<file path="src/hw/rtl/tcc_pkg.sv">
`timescale 1ns / 1ps
// ----------------------------------------------------------------------------
// tcc_pkg
// Types, character codes and helper functions shared by the console formatter.
// ----------------------------------------------------------------------------
package tcc_pkg;

   localparam int BCD_DIGITS = 10;
   localparam int BCD_WIDTH  = 4 * BCD_DIGITS;
   localparam int NUM_WIDTH  = 32;
   localparam int BITS_PER_STEP = 4;
   localparam int CONV_STEPS = NUM_WIDTH / BITS_PER_STEP;

   localparam logic [1:0] OP_CHAR = 2'd0;
   localparam logic [1:0] OP_DEC  = 2'd1;
   localparam logic [1:0] OP_HEX  = 2'd2;

   localparam logic [7:0] CHAR_TAB     = 8'd9;
   localparam logic [7:0] CHAR_NEWLINE = 8'd10;
   localparam logic [7:0] CHAR_CR      = 8'd13;
   localparam logic [7:0] CHAR_MINUS   = 8'h2D;
   localparam logic [7:0] CHAR_ZERO    = 8'h30;
   localparam logic [7:0] CHAR_X       = 8'h78;
   localparam logic [7:0] TAB_MASK     = ~8'd7;
   localparam logic [7:0] COLOR_RESET  = 8'd7;

   typedef enum logic [1:0] {
      ST_IDLE,
      ST_CONVERT,
      ST_EMIT
   } tcc_state_type;

   typedef enum logic [1:0] {
      MODE_CHAR,
      MODE_DEC,
      MODE_HEX
   } tcc_mode_type;

   typedef struct packed {
      logic        written;
      logic [10:0] address;
      logic [7:0]  char_code;
      logic [7:0]  color;
      logic [6:0]  column;
      logic [4:0]  line;
   } tcc_result_type;

   function automatic logic [7:0] hex_char(input logic [3:0] digit);
      logic [7:0] c;
      case (digit)
         4'h0: c = 8'h30;
         4'h1: c = 8'h31;
         4'h2: c = 8'h32;
         4'h3: c = 8'h33;
         4'h4: c = 8'h34;
         4'h5: c = 8'h35;
         4'h6: c = 8'h36;
         4'h7: c = 8'h37;
         4'h8: c = 8'h38;
         4'h9: c = 8'h39;
         4'hA: c = 8'h41;
         4'hB: c = 8'h42;
         4'hC: c = 8'h43;
         4'hD: c = 8'h44;
         4'hE: c = 8'h45;
         default: c = 8'h46;
      endcase
      return c;
   endfunction

   // index of the highest nonzero digit, zero when all digits are zero
   function automatic logic [3:0] lead_index(input logic [BCD_WIDTH-1:0] digits);
      logic [3:0] idx;
      idx = 4'd0;
      for (int d = 1; d < BCD_DIGITS; d++) begin
         if (digits[d*4 +: 4] != 4'd0) begin
            idx = 4'(d);
         end
      end
      return idx;
   endfunction

endpackage

</file>
<file path="src/hw/rtl/text_console_cursor_formatter_top.sv">
`timescale 1ns / 1ps
// ----------------------------------------------------------------------------
// text_console_cursor_formatter_top
// Text console formatter: characters, signed decimal and hex numbers are
// turned into a stream of cell writes with cursor tracking and wrap.
//
//   channel  direction  handshake          payload
//   req_     in         valid / stall      op, char_code, number
//   rsp_     out        valid / stall      cell fields, cursor, last
//   csr_     in         write enable       text color
//
// One beat per emitted character, at most one per cycle. A character is a
// single beat; hex takes 3 to 10 beats; decimal first passes through the BCD
// shift unit (32 bits, 4 per cycle), then takes 1 to 11 beats. Input stalls
// from accept until the final beat is registered.
// Reset is synchronous; rsp_stall holds the output register and the sequencer.
// ----------------------------------------------------------------------------
module text_console_cursor_formatter_top
   import tcc_pkg::*;
#(
   parameter int COLUMNS = 80,
   parameter int ROWS    = 25
)
(
   input  logic        clock,
   input  logic        reset,
   input  logic        req_valid,
   output logic        req_stall,
   input  logic [1:0]  req_op,
   input  logic [7:0]  req_char_code,
   input  logic [31:0] req_number,
   output logic        rsp_valid,
   input  logic        rsp_stall,
   output logic        rsp_cell_written,
   output logic [10:0] rsp_cell_address,
   output logic [7:0]  rsp_cell_char,
   output logic [7:0]  rsp_cell_color,
   output logic [6:0]  rsp_cursor_column,
   output logic [4:0]  rsp_cursor_line,
   output logic        rsp_last,
   input  logic        csr_write_enable,
   input  logic [7:0]  csr_write_data
);

   tcc_state_type        state_ff, state_in;
   tcc_mode_type         mode_ff, mode_in;
   logic [7:0]           char_ff, char_in;
   logic [1:0]           pre_cnt_ff, pre_cnt_in;
   logic [3:0]           idx_ff, idx_in;
   logic [BCD_WIDTH-1:0] digits_ff, digits_in;
   logic [7:0]           color_ff;
   logic                 rsp_valid_ff, rsp_valid_in;
   tcc_result_type       rsp_data_ff;
   logic                 rsp_last_ff;

   logic                 accept;
   logic                 emit_go;
   logic                 emit_last;
   logic [7:0]           emit_char;
   logic                 conv_start;
   logic                 conv_done;
   logic [BCD_WIDTH-1:0] conv_digits;
   logic [NUM_WIDTH-1:0] magnitude;
   tcc_result_type       cur_result;

   assign accept    = req_valid && !req_stall;
   assign req_stall = (state_ff != ST_IDLE);
   assign emit_go   = (state_ff == ST_EMIT) && (!rsp_valid_ff || !rsp_stall);
   assign magnitude = req_number[31] ? (32'd0 - req_number) : req_number;
   assign conv_start = accept && (req_op == OP_DEC);

   tcc_bcd_conv u_bcd (
      .clock  (clock),
      .reset  (reset),
      .start  (conv_start),
      .value  (magnitude),
      .done   (conv_done),
      .digits (conv_digits)
   );

   tcc_cursor #(
      .COLUMNS (COLUMNS),
      .ROWS    (ROWS)
   ) u_cursor (
      .clock     (clock),
      .reset     (reset),
      .commit    (emit_go),
      .char_code (emit_char),
      .color     (color_ff),
      .result    (cur_result)
   );

   // next state
   always_comb begin
      state_in = state_ff;
      unique case (state_ff)
         ST_IDLE: begin
            if (accept) begin
               case (req_op) inside
                  OP_DEC:              state_in = ST_CONVERT;
                  OP_CHAR, OP_HEX:     state_in = ST_EMIT;
                  default:             state_in = ST_IDLE;
               endcase
            end
         end
         ST_CONVERT: begin
            if (conv_done) state_in = ST_EMIT;
         end
         ST_EMIT: begin
            if (emit_go && emit_last) state_in = ST_IDLE;
         end
         default: state_in = ST_IDLE;
      endcase
   end

   // character selection
   always_comb begin
      emit_last = 1'b0;
      emit_char = hex_char(digits_ff[idx_ff*4 +: 4]);
      unique case (mode_ff)
         MODE_CHAR: begin
            emit_char = char_ff;
            emit_last = 1'b1;
         end
         MODE_DEC: begin
            if (pre_cnt_ff != 2'd0) emit_char = CHAR_MINUS;
            emit_last = (pre_cnt_ff == 2'd0) && (idx_ff == 4'd0);
         end
         MODE_HEX: begin
            if (pre_cnt_ff == 2'd2)      emit_char = CHAR_ZERO;
            else if (pre_cnt_ff == 2'd1) emit_char = CHAR_X;
            emit_last = (pre_cnt_ff == 2'd0) && (idx_ff == 4'd0);
         end
         default: emit_last = 1'b1;
      endcase
   end

   // sequencer datapath
   always_comb begin
      mode_in    = mode_ff;
      char_in    = char_ff;
      pre_cnt_in = pre_cnt_ff;
      idx_in     = idx_ff;
      digits_in  = digits_ff;
      if (accept) begin
         char_in = req_char_code;
         case (req_op)
            OP_DEC: begin
               mode_in    = MODE_DEC;
               pre_cnt_in = {1'b0, req_number[31]};
            end
            OP_HEX: begin
               mode_in    = MODE_HEX;
               pre_cnt_in = 2'd2;
               digits_in  = {{(BCD_WIDTH-NUM_WIDTH){1'b0}}, req_number};
               idx_in     = lead_index({{(BCD_WIDTH-NUM_WIDTH){1'b0}}, req_number});
            end
            default: begin
               mode_in = MODE_CHAR;
            end
         endcase
      end else if (state_ff == ST_CONVERT && conv_done) begin
         digits_in = conv_digits;
         idx_in    = lead_index(conv_digits);
      end else if (emit_go) begin
         if (pre_cnt_ff != 2'd0) pre_cnt_in = pre_cnt_ff - 2'd1;
         else if (idx_ff != 4'd0) idx_in = idx_ff - 4'd1;
      end
   end

   always_comb begin
      rsp_valid_in = rsp_valid_ff;
      if (emit_go)         rsp_valid_in = 1'b1;
      else if (!rsp_stall) rsp_valid_in = 1'b0;
   end

   always_ff @(posedge clock) begin
      if (reset) begin
         state_ff     <= ST_IDLE;
         mode_ff      <= MODE_CHAR;
         pre_cnt_ff   <= '0;
         idx_ff       <= '0;
         rsp_valid_ff <= 1'b0;
         color_ff     <= COLOR_RESET;
      end else begin
         state_ff     <= state_in;
         mode_ff      <= mode_in;
         pre_cnt_ff   <= pre_cnt_in;
         idx_ff       <= idx_in;
         rsp_valid_ff <= rsp_valid_in;
         if (csr_write_enable) color_ff <= csr_write_data;
      end
      char_ff   <= char_in;
      digits_ff <= digits_in;
      if (emit_go) begin
         rsp_data_ff <= cur_result;
         rsp_last_ff <= emit_last;
      end
   end

   assign rsp_valid         = rsp_valid_ff;
   assign rsp_cell_written  = rsp_data_ff.written;
   assign rsp_cell_address  = rsp_data_ff.address;
   assign rsp_cell_char     = rsp_data_ff.char_code;
   assign rsp_cell_color    = rsp_data_ff.color;
   assign rsp_cursor_column = rsp_data_ff.column;
   assign rsp_cursor_line   = rsp_data_ff.line;
   assign rsp_last          = rsp_last_ff;

   a_done_in_convert: assert property (@(posedge clock) disable iff (reset)
      conv_done |-> state_ff == ST_CONVERT)
      else $error("converter finished outside conversion");

   a_last_ends_item: assert property (@(posedge clock) disable iff (reset)
      emit_go && emit_last |=> state_ff == ST_IDLE && rsp_valid && rsp_last)
      else $error("final beat did not close the item");

   a_no_beat_idle: assert property (@(posedge clock) disable iff (reset)
      state_ff == ST_IDLE && !rsp_stall |=> !rsp_valid)
      else $error("beat produced while idle");

   a_digit_index: assert property (@(posedge clock) disable iff (reset)
      state_ff == ST_EMIT |-> idx_ff < 4'(BCD_DIGITS))
      else $error("digit index out of range");

endmodule

</file>
<file path="src/hw/rtl/tcc_bcd_conv.sv">
`timescale 1ns / 1ps
// ----------------------------------------------------------------------------
// tcc_bcd_conv
// Iterative binary to BCD converter, shift-and-add-3, four bits per cycle.
// ----------------------------------------------------------------------------
module tcc_bcd_conv
   import tcc_pkg::*;
(
   input  logic                 clock,
   input  logic                 reset,
   input  logic                 start,
   input  logic [NUM_WIDTH-1:0] value,
   output logic                 done,
   output logic [BCD_WIDTH-1:0] digits
);

   logic [BCD_WIDTH-1:0] bcd_ff, bcd_in;
   logic [NUM_WIDTH-1:0] shift_ff, shift_in;
   logic [2:0]           count_ff, count_in;
   logic                 busy_ff, busy_in;
   logic                 done_ff, done_in;

   always_comb begin
      logic [BCD_WIDTH-1:0] b;
      logic [NUM_WIDTH-1:0] s;
      b = bcd_ff;
      s = shift_ff;
      for (int step = 0; step < BITS_PER_STEP; step++) begin
         for (int d = 0; d < BCD_DIGITS; d++) begin
            if (b[d*4 +: 4] >= 4'd5) begin
               b[d*4 +: 4] = b[d*4 +: 4] + 4'd3;
            end
         end
         b = {b[BCD_WIDTH-2:0], s[NUM_WIDTH-1]};
         s = {s[NUM_WIDTH-2:0], 1'b0};
      end

      bcd_in   = bcd_ff;
      shift_in = shift_ff;
      count_in = count_ff;
      busy_in  = busy_ff;
      done_in  = 1'b0;
      if (start) begin
         bcd_in   = '0;
         shift_in = value;
         count_in = 3'(CONV_STEPS - 1);
         busy_in  = 1'b1;
      end else if (busy_ff) begin
         bcd_in   = b;
         shift_in = s;
         count_in = count_ff - 3'd1;
         if (count_ff == 3'd0) begin
            busy_in = 1'b0;
            done_in = 1'b1;
         end
      end
   end

   always_ff @(posedge clock) begin
      if (reset) begin
         busy_ff  <= 1'b0;
         done_ff  <= 1'b0;
         count_ff <= '0;
      end else begin
         busy_ff  <= busy_in;
         done_ff  <= done_in;
         count_ff <= count_in;
      end
      bcd_ff   <= bcd_in;
      shift_ff <= shift_in;
   end

   assign done   = done_ff;
   assign digits = bcd_ff;

endmodule

</file>
<file path="src/hw/rtl/tcc_cursor.sv">
`timescale 1ns / 1ps
// ----------------------------------------------------------------------------
// tcc_cursor
// Cursor column and row; decodes one character into a cell write or a control move.
// ----------------------------------------------------------------------------
module tcc_cursor
   import tcc_pkg::*;
#(
   parameter int COLUMNS = 80,
   parameter int ROWS    = 25
)
(
   input  logic           clock,
   input  logic           reset,
   input  logic           commit,
   input  logic [7:0]     char_code,
   input  logic [7:0]     color,
   output tcc_result_type result
);

   logic [6:0] column_ff, column_in;
   logic [4:0] row_ff, row_in;

   always_comb begin
      logic [7:0]  col;
      logic [5:0]  row;
      logic [11:0] addr;
      col  = {1'b0, column_ff};
      row  = {1'b0, row_ff};
      addr = 12'(row_ff) * 12'(COLUMNS) + 12'(column_ff);
      result = '0;
      unique case (char_code)
         CHAR_NEWLINE: begin
            col = 8'd0;
            row = row + 6'd1;
         end
         CHAR_CR: begin
            col = 8'd0;
         end
         CHAR_TAB: begin
            col = (col + 8'd8) & TAB_MASK;
         end
         default: begin
            result.written   = 1'b1;
            result.address   = addr[10:0];
            result.char_code = char_code;
            result.color     = color;
            col = col + 8'd1;
         end
      endcase
      if (col >= 8'(COLUMNS)) begin
         col = 8'd0;
         row = row + 6'd1;
      end
      if (row >= 6'(ROWS)) begin
         row = 6'd0;
      end
      column_in     = commit ? col[6:0] : column_ff;
      row_in        = commit ? row[4:0] : row_ff;
      result.column = col[6:0];
      result.line   = row[4:0];
   end

   always_ff @(posedge clock) begin
      if (reset) begin
         column_ff <= '0;
         row_ff    <= '0;
      end else begin
         column_ff <= column_in;
         row_ff    <= row_in;
      end
   end

   a_column_range: assert property (@(posedge clock) disable iff (reset)
      32'(column_ff) < COLUMNS)
      else $error("cursor column out of range");

   a_row_range: assert property (@(posedge clock) disable iff (reset)
      32'(row_ff) < ROWS)
      else $error("cursor row out of range");

   a_hold_cursor: assert property (@(posedge clock) disable iff (reset)
      !commit |=> $stable(column_ff) && $stable(row_ff))
      else $error("cursor moved without a character");

endmodule
</file>
<file path="config.mk">
export PLATFORM = sky130hd
export DESIGN_NAME = text_console_cursor_formatter_top
export DESIGN_NICKNAME = d
export VERILOG_FILES = /design/src/hw/rtl/tcc_pkg.sv /design/src/hw/rtl/text_console_cursor_formatter_top.sv /design/src/hw/rtl/tcc_bcd_conv.sv /design/src/hw/rtl/tcc_cursor.sv
export SDC_FILE = /design/constraint.sdc
export NUM_CORES = 1
export LEC_CHECK = 0
export BUFFER_PORTS_ARGS = -buffer_cell sky130_fd_sc_hd__buf_4
export CAP_MARGIN = 25
export CORE_MARGIN = 2
export CORE_UTILIZATION = 56
export CTS_CLUSTER_DIAMETER = 150
export DETAILED_ROUTE_END_ITERATION = 8
export GPL_ROUTABILITY_DRIVEN = 0
export PLACE_DENSITY = 0.81
export SETUP_SLACK_MARGIN = 0.3
export SYNTH_ARGS = -nofsm -noshare
export SYNTH_HDL_FRONTEND = slang
export SYNTH_SLANG_ARGS = --single-unit
</file>
<file path="constraint.sdc">
create_clock -name clock -period 4.5 [get_ports clock]
set_input_delay 0.9 -clock clock [delete_from_list [all_inputs] [get_ports clock]]
set_output_delay 0.9 -clock clock [all_outputs]
set_load 0.005 [all_outputs]
</file>
======== After elaboration in Yosys (flattened, before gate mapping) ========
Memory sizes are Yosys's and may differ from the RTL's.
Index checks and enable logic that the tools add are counted.
storage, ports and cells
  latch bits .............................. 0
  memory bits (read-only) ................. 112
  register bits ........................... 197
  memories kept ........................... 1
  bits in writable memories ............... 0
  word-level logic and storage cells ...... 285
  input port bits ......................... 55
  output and inout port bits .............. 43
operators by class
  $lt $le $gt $ge ......................... 42
  eq/ne operators ......................... 19
  bitwise gates (word level) .............. 1
  mux-type cells .......................... 99
  $add $sub $neg .......................... 49
  shifts and indexed selects .............. 1
  reductions and logical operators ........ 50
  div/mod/pow operators ................... 0
  multiply operators ...................... 1
memory list
  name              words  bits a word  rd ports  clocked after Yosys merged registers in  wr ports  line           RTL
  (name not given)  16     7            1         0                                        0         tcc_pkg.sv:50  case (digit)
operators with widths
  operator                                                           number
  2-to-1 mux 4 bit                                                   56
  greater-or-equal comparator 4 x 3 -> 1 bit, second input constant  40
  adder 4 x 2 -> 4 bit, second input constant                        36
  2-to-1 mux 40 bit                                                  3
  2-to-1 mux 32 bit                                                  3
  nonzero test 4 bit                                                 17
  variable part select 40 x 7 -> 4 bit                               1
  subtractor 1 x 32 -> 32 bit, first input constant                  1
  2-to-1 mux 28 bit                                                  1
  == test 8 x 4 -> 1 bit, second input constant                      3
  2-to-1 mux 8 bit                                                   3
  one-hot mux 8 bit (3 select lines)                                 1
  2-to-1 mux 2 bit                                                   9
  2-to-1 mux 3 bit                                                   6
  one-hot mux 8 bit (2 select lines)                                 1
  adder 3 x 2 -> 3 bit, second input constant                        4
  2-to-1 mux 6 bit                                                   2
  nonzero test 2 bit                                                 6
  adder 11 x 7 -> 11 bit                                             1
  2-to-1 mux 1 bit                                                   9
  adder 7 x 1 -> 8 bit, second input constant                        1
  adder 7 x 4 -> 8 bit, second input constant                        1
  == test 2 x 1 -> 1 bit, second input constant                      4
  == test 2 bit, second input constant                               4
  29 further kinds                                                   49

======== Logic depth before layout (Yosys ltp) ========
  depth after elaboration ................. 12
  depth in mapped cells ................... 24
  depth with buffers taken out ............ 24

======== Cells and area by module ========
From an unflattened synthesis, not the netlist that was laid out.
second synthesis, totals
  cells, all modules ...................... 1687
  area, all modules ....................... 14759.2 sq um
modules (own cells, without submodules)
  module                             area an instance (sq um)  instances  seq. area each (sq um)  cells each
  tcc_bcd_conv                       7484.7                    1          1861.8                  946
  text_console_cursor_formatter_top  5635.4                    1          3052.9                  530
  tcc_cursor                         1639.1                    1          240.2                   211

======== Least setup slack after synthesis ========
Ideal clock, no wire load.
  path type ............................... reg-to-reg
  start ................................... register idx_ff[0]
  end ..................................... register rsp_data_ff (netlist bit rsp_cursor_line[4]) (data pin)
  setup time .............................. 0.264 ns
  clock period less this slack ............ 4.288 ns
  arrival ................................. 4.024 ns
  path slack .............................. 0.212 ns
  stages on the path, launching flop included .. 20
  buffers on the path ..................... 2
  data required time ...................... 4.236 ns
  path through ............................ dfxtp_1 buf_6 buf_12 mux2i_1 mux4_2 o22ai_4 inv_1 ha_1 and3_1 o311ai_1 nand2_1 nor4b_4 xor2_1 ha_1 o21ai_0 o21a_1 xor2_1 a31oi_2 nor2_2 nor3_1
RTL lines
  item                    line                                      RTL
  from (decl)             text_console_cursor_formatter_top.sv:49   logic [3:0] idx_ff, idx_in;
  from (signal assigned)  text_console_cursor_formatter_top.sv:189  idx_ff <= idx_in;
  to (signal assigned)    text_console_cursor_formatter_top.sv:196  rsp_data_ff <= cur_result;
  to (decl)               text_console_cursor_formatter_top.sv:53   tcc_result_type rsp_data_ff;

======== Worst setup path after layout ========
  start ................................... register u_bcd.bcd_ff[0] (netlist: u_bcd.digits[0])
  end ..................................... register u_bcd.bcd_ff[2] (netlist: u_bcd.digits[2])
between the ends
  longest elaborated chain between the ends .. 8
ends and longest elaborated chain
  item                                                                                       line                                    RTL
  from (decl)                                                                                tcc_bcd_conv.sv:17                      logic [BCD_WIDTH-1:0] bcd_ff, bcd_in;
  from (signal assigned)                                                                     tcc_bcd_conv.sv:69                      bcd_ff <= bcd_in;
  adder 4 x 2 -> 4 bit / greater-or-equal comparator 4 x 3 -> 1 bit (equally long branches)  tcc_bcd_conv.sv:31, tcc_bcd_conv.sv:30
  2-to-1 mux 4 bit (*)                                                                       tcc_bcd_conv.sv:30                      if (b[d*4 +: 4] >= 4'd5) begin
  adder 4 x 2 -> 4 bit / greater-or-equal comparator 4 x 3 -> 1 bit (equally long branches)  tcc_bcd_conv.sv:31, tcc_bcd_conv.sv:30
  2-to-1 mux 4 bit (*)                                                                       tcc_bcd_conv.sv:30
  greater-or-equal comparator 4 x 3 -> 1 bit / adder 4 x 2 -> 4 bit (equally long branches)  tcc_bcd_conv.sv:30, tcc_bcd_conv.sv:31
  2-to-1 mux 4 bit (*)                                                                       tcc_bcd_conv.sv:30
  adder 4 x 2 -> 4 bit / greater-or-equal comparator 4 x 3 -> 1 bit (equally long branches)  tcc_bcd_conv.sv:31, tcc_bcd_conv.sv:30
  2-to-1 mux 4 bit (*)                                                                       tcc_bcd_conv.sv:30
Every way passes the cells marked *; elsewhere a longest branch is shown, timed or not.
A chain may end at the register's enable or synchronous reset.

==> impl_results.md <==
* Most common flop cell mapped by yosys: edfxtp_1
* Setup Slack @ Placement at 0.0404 ns
* Yosys reg bits at 197
* Wire length of the first global-routing pass at 52.6 mm
* Period utilization at 92.6%
* Number of antenna-violating nets in the routed design at 0
* Boundary Pins at 98
* Clock root buffer: clkbuf_16
* Maximum number of pins on one net before global-route repair at 68
* Post-route setup TNS at 0 ns
* Violations in the final reports: design-rule violations
* Dominant cells by area after synthesis: edfxtp_1, dfxtp_1, ha_1
* Library cell contributing the largest single delay on the critical path: dfxtp_1
* Top achievable clock speed at 0.240 GHz
* Number of cells in the design after placement at 1916
* Die W at 161 um
* Setup slack of the critical path after layout at 0.334 ns
* Family of cells with the greatest summed delay on the critical path: adder cells
* Die ar. at 25900 sq um
* Initial detailed-routing violation count at 1136
* Met1 global-route usage at 32.0%
* Met2 Resource Use GR at 42.7%
* Synth cell count leaders: nand2_1, nor2_1, edfxtp_1, ha_1, o21ai_0
* Busiest layer in global routing: met2
* Top-area cell type share of the netlist area at 26.3%
* Clock Path Buffers at 2
* CP required at 4.85 ns
* Hold_sp: color_ff[4]
* Headroom to the max-slew limit at 42.7%
* CP Capture Type: flop
* Count of buffer and inverter cells on the critical path at 1
* CTS tree: done
* Critical path cell sequence: inv_1, ha_1, nand2b_1, a21oi_4, xnor2_2, ha_1, nand2b_1, a21boi_2, xnor2_1, ha_2, nand2b_1, a21oi_2, xnor2_1, ha_1, nor2b_1, o21ai_1, mux2_2, a211oi_1
* Syn nets at 1700
* Final setup violating endpoints at 0
* Routed wirelength normalized by instance count at 17.3 um
* Dominant cell by count in the synthesized netlist: nand2_1
* Transition time at the pin with the least slew margin at 0.859 ns
* Number of synthesized flops with an enable pin at 121
* Via count of the first global-routing pass at 10800
* Result of the run: finished with violations
* Final Skew at 0.0140 ns
* Number of iterations in the first detailed-routing pass at 8
* Number of levels in the clock H-tree at 4
* Sum of routed wire length over all layers at 34.2 mm
* Syn_area_per_cell at 8.97 sq um
* Quantity of I/O buffers inserted on ports at 97
* Via-per-instance ratio at 5.91
* Time the final worst path needs with I/O delays and setup at 4.17 ns
* Hold WC Path Type: flop to flop
* Number of warnings reported in the yosys synthesis log at 0
* Global-route usage over all layers at 24.8%
* Number of sinks driven by the clock tree at 197
* Start of the worst register-to-register path: u_bcd.digits[0]
* Area added between synthesis and finish at 17.8%
* Post-synthesis sequential area ratio at 37.4%
* Fraction of met3 tracks used by global routing at 3.51%
* Synth cell types at 80
* Cts bufs inserted at 17
* RSZ-0062 raised after global routing: true
* # fillers at 1785
* Total via count in the routed design at 11700
* Hold-fix buffer count after cts at 0
* Arrival time of data at the critical path endpoint at 4.52 ns
* Number of diodes at 0
* Effective utilization at floorplan at 56.9%
* Critical-path maximum fanout at 4
* Number of antenna violations at the first check in global routing at 0
* Ratio of cells with drive above 1 in the final layout at 20.4%
* Gate count after technology mapping at 1537
* Cell area after synthesis at 13800 sq um
* Top cell type by total area after synthesis: edfxtp_1
* Count of non-filler cells in the finished layout at 1980
* Number of standard-cell rows in the floorplan at 57
* Clock Latency Late Sink at 0.45 ns
* Fraction of synthesis flops using an asynchronous set or reset pin at 0%
* Count of nets after finishing at 1806
* Clock slew at the register clock pins of the worst setup and hold paths at 0.08 ns
* Classification of the worst setup path: flop to flop
* Max-slew violation total from the final report at 0
* Crit. Startpoint: u_bcd.digits[0]
* Largest incremental delay on the critical path at 0.40 ns
* Count of unresolved DRC violations after routing at 2
* HPWL after detailed placement at 23.4 mm
* Die Y at 161 um
* Total gr overflow at 0
* Max-cap violations at 0
* Placeable core region at 24200 sq um
* Hold Fails Final Rpt at 0
* Critical Path Source Type: flop
## tightest hold or removal path: cells and delay by family, from the launching register on
kind,cells,cell delay [ns]
flops,1,0.32
simple gates,1,0.08
mux,1,0.06
## metrics by stage
stage	area, sq um	hold WS (ns)	utilization (%)
2_1_floorplan	13800	0.452	-
3_3_place_gp	14800	0.465	61.1
3_5_place_dp	14800	0.478	61.1
4_1_cts	15600	0.496	64.2
5_1_grt	16200	0.516	67.0
6_report	16200	0.497	67.0
## layer usage
layer  part of all wire [%]  vias to the layer above
met5                      0                        -
met4                    2.3                        0
met3                    6.2                       77
met2                     50                      460
met1                     42                     5574
li1                       -                     5595
## flip-flops by register name, summed over array words and instances, names as in the netlist, 3 cells and up
signal and cells:
rsp_cell_address 11, digits_ff 40, rsp_cell_char 8, idx_ff 4, u_cursor.column_ff 7, u_bcd.digits 40
rsp_cursor_line 5, u_bcd.count_ff 3, rsp_cursor_column 7, rsp_cell_color 8, color_ff 8, u_bcd.shift_ff 32
u_cursor.row_ff 5, char_ff 8
## cells by family (layout without fill, tap and decap cells)
logic type	Yosys count	after routing	share of synthesized area, %
and+or+nand+nor	537	537	18.5
xor gates and xnor gates	94	94	5.97
DFF	197	197	37.4
buffers and inverters	155	274	4.48
adders and majority gates	108	108	9.91
AOI/OAI and AO/OA	330	330	14.8
muxes	116	116	8.95
## cell usage in the layout, fill, tap and decap left out, types with 19 or more instances in the layout
| cell | synthesis | final |
|---|---|---|
| nand2_1 | 193 | 192 |
| nand2b_1 | 36 | 36 |
| a211oi_1 | 22 | 22 |
| xnor2_2 | 0 | 25 |
| xor2_1 | 37 | 36 |
| inv_1 | 98 | 90 |
| a21oi_2 | 0 | 19 |
| xnor2_1 | 57 | 32 |
| o21ai_0 | 106 | 90 |
| mux2_2 | 22 | 22 |
| edfxtp_1 | 121 | 121 |
| ha_1 | 106 | 91 |
| mux2i_1 | 88 | 80 |
| nor2_1 | 155 | 149 |
| dfxtp_1 | 76 | 71 |
| and2_1 | 21 | 21 |
| nor2b_1 | 32 | 29 |
| buf_4 | 0 | 139 |
| a21oi_1 | 102 | 82 |
## final cells by class
| class | count | area [sq um] | share of cell area (%) |
|---|---|---|---|
| clock buffer | 18 | 439 | 2.70 |
| clock inverter | 14 | 159 | 0.979 |
| inverter | 99 | 372 | 2.29 |
| multi-input combinational | 1185 | 8580 | 52.8 |
| sequential | 197 | 5160 | 31.8 |
| tap | 324 | 405 | 2.50 |
| timing repair buffer | 143 | 1130 | 6.94 |
## path summary, 6_finish.rpt
check / to / cells past startpoint / slack (ns)
setup / recovery: u_bcd.digits[2] / 18 / 0.33
hold / removal: color_ff[4] / 2 / 0.50
setup reg to reg: u_bcd.digits[2] / 18 / 0.33
hold reg to reg: color_ff[4] / 2 / 0.50
## repair_timing
item / CTS / global route
resized for setup: 21 / 121
buffers inserted: 4 / 27
pin swaps: 6 / 29
endpoints found under the setup margin: 20 / 41
gates cloned: 1 / 0
Power is left out: the tool's default activity adds up to more than one toggle a clock period on the data nets, which glitch-free logic cannot reach.
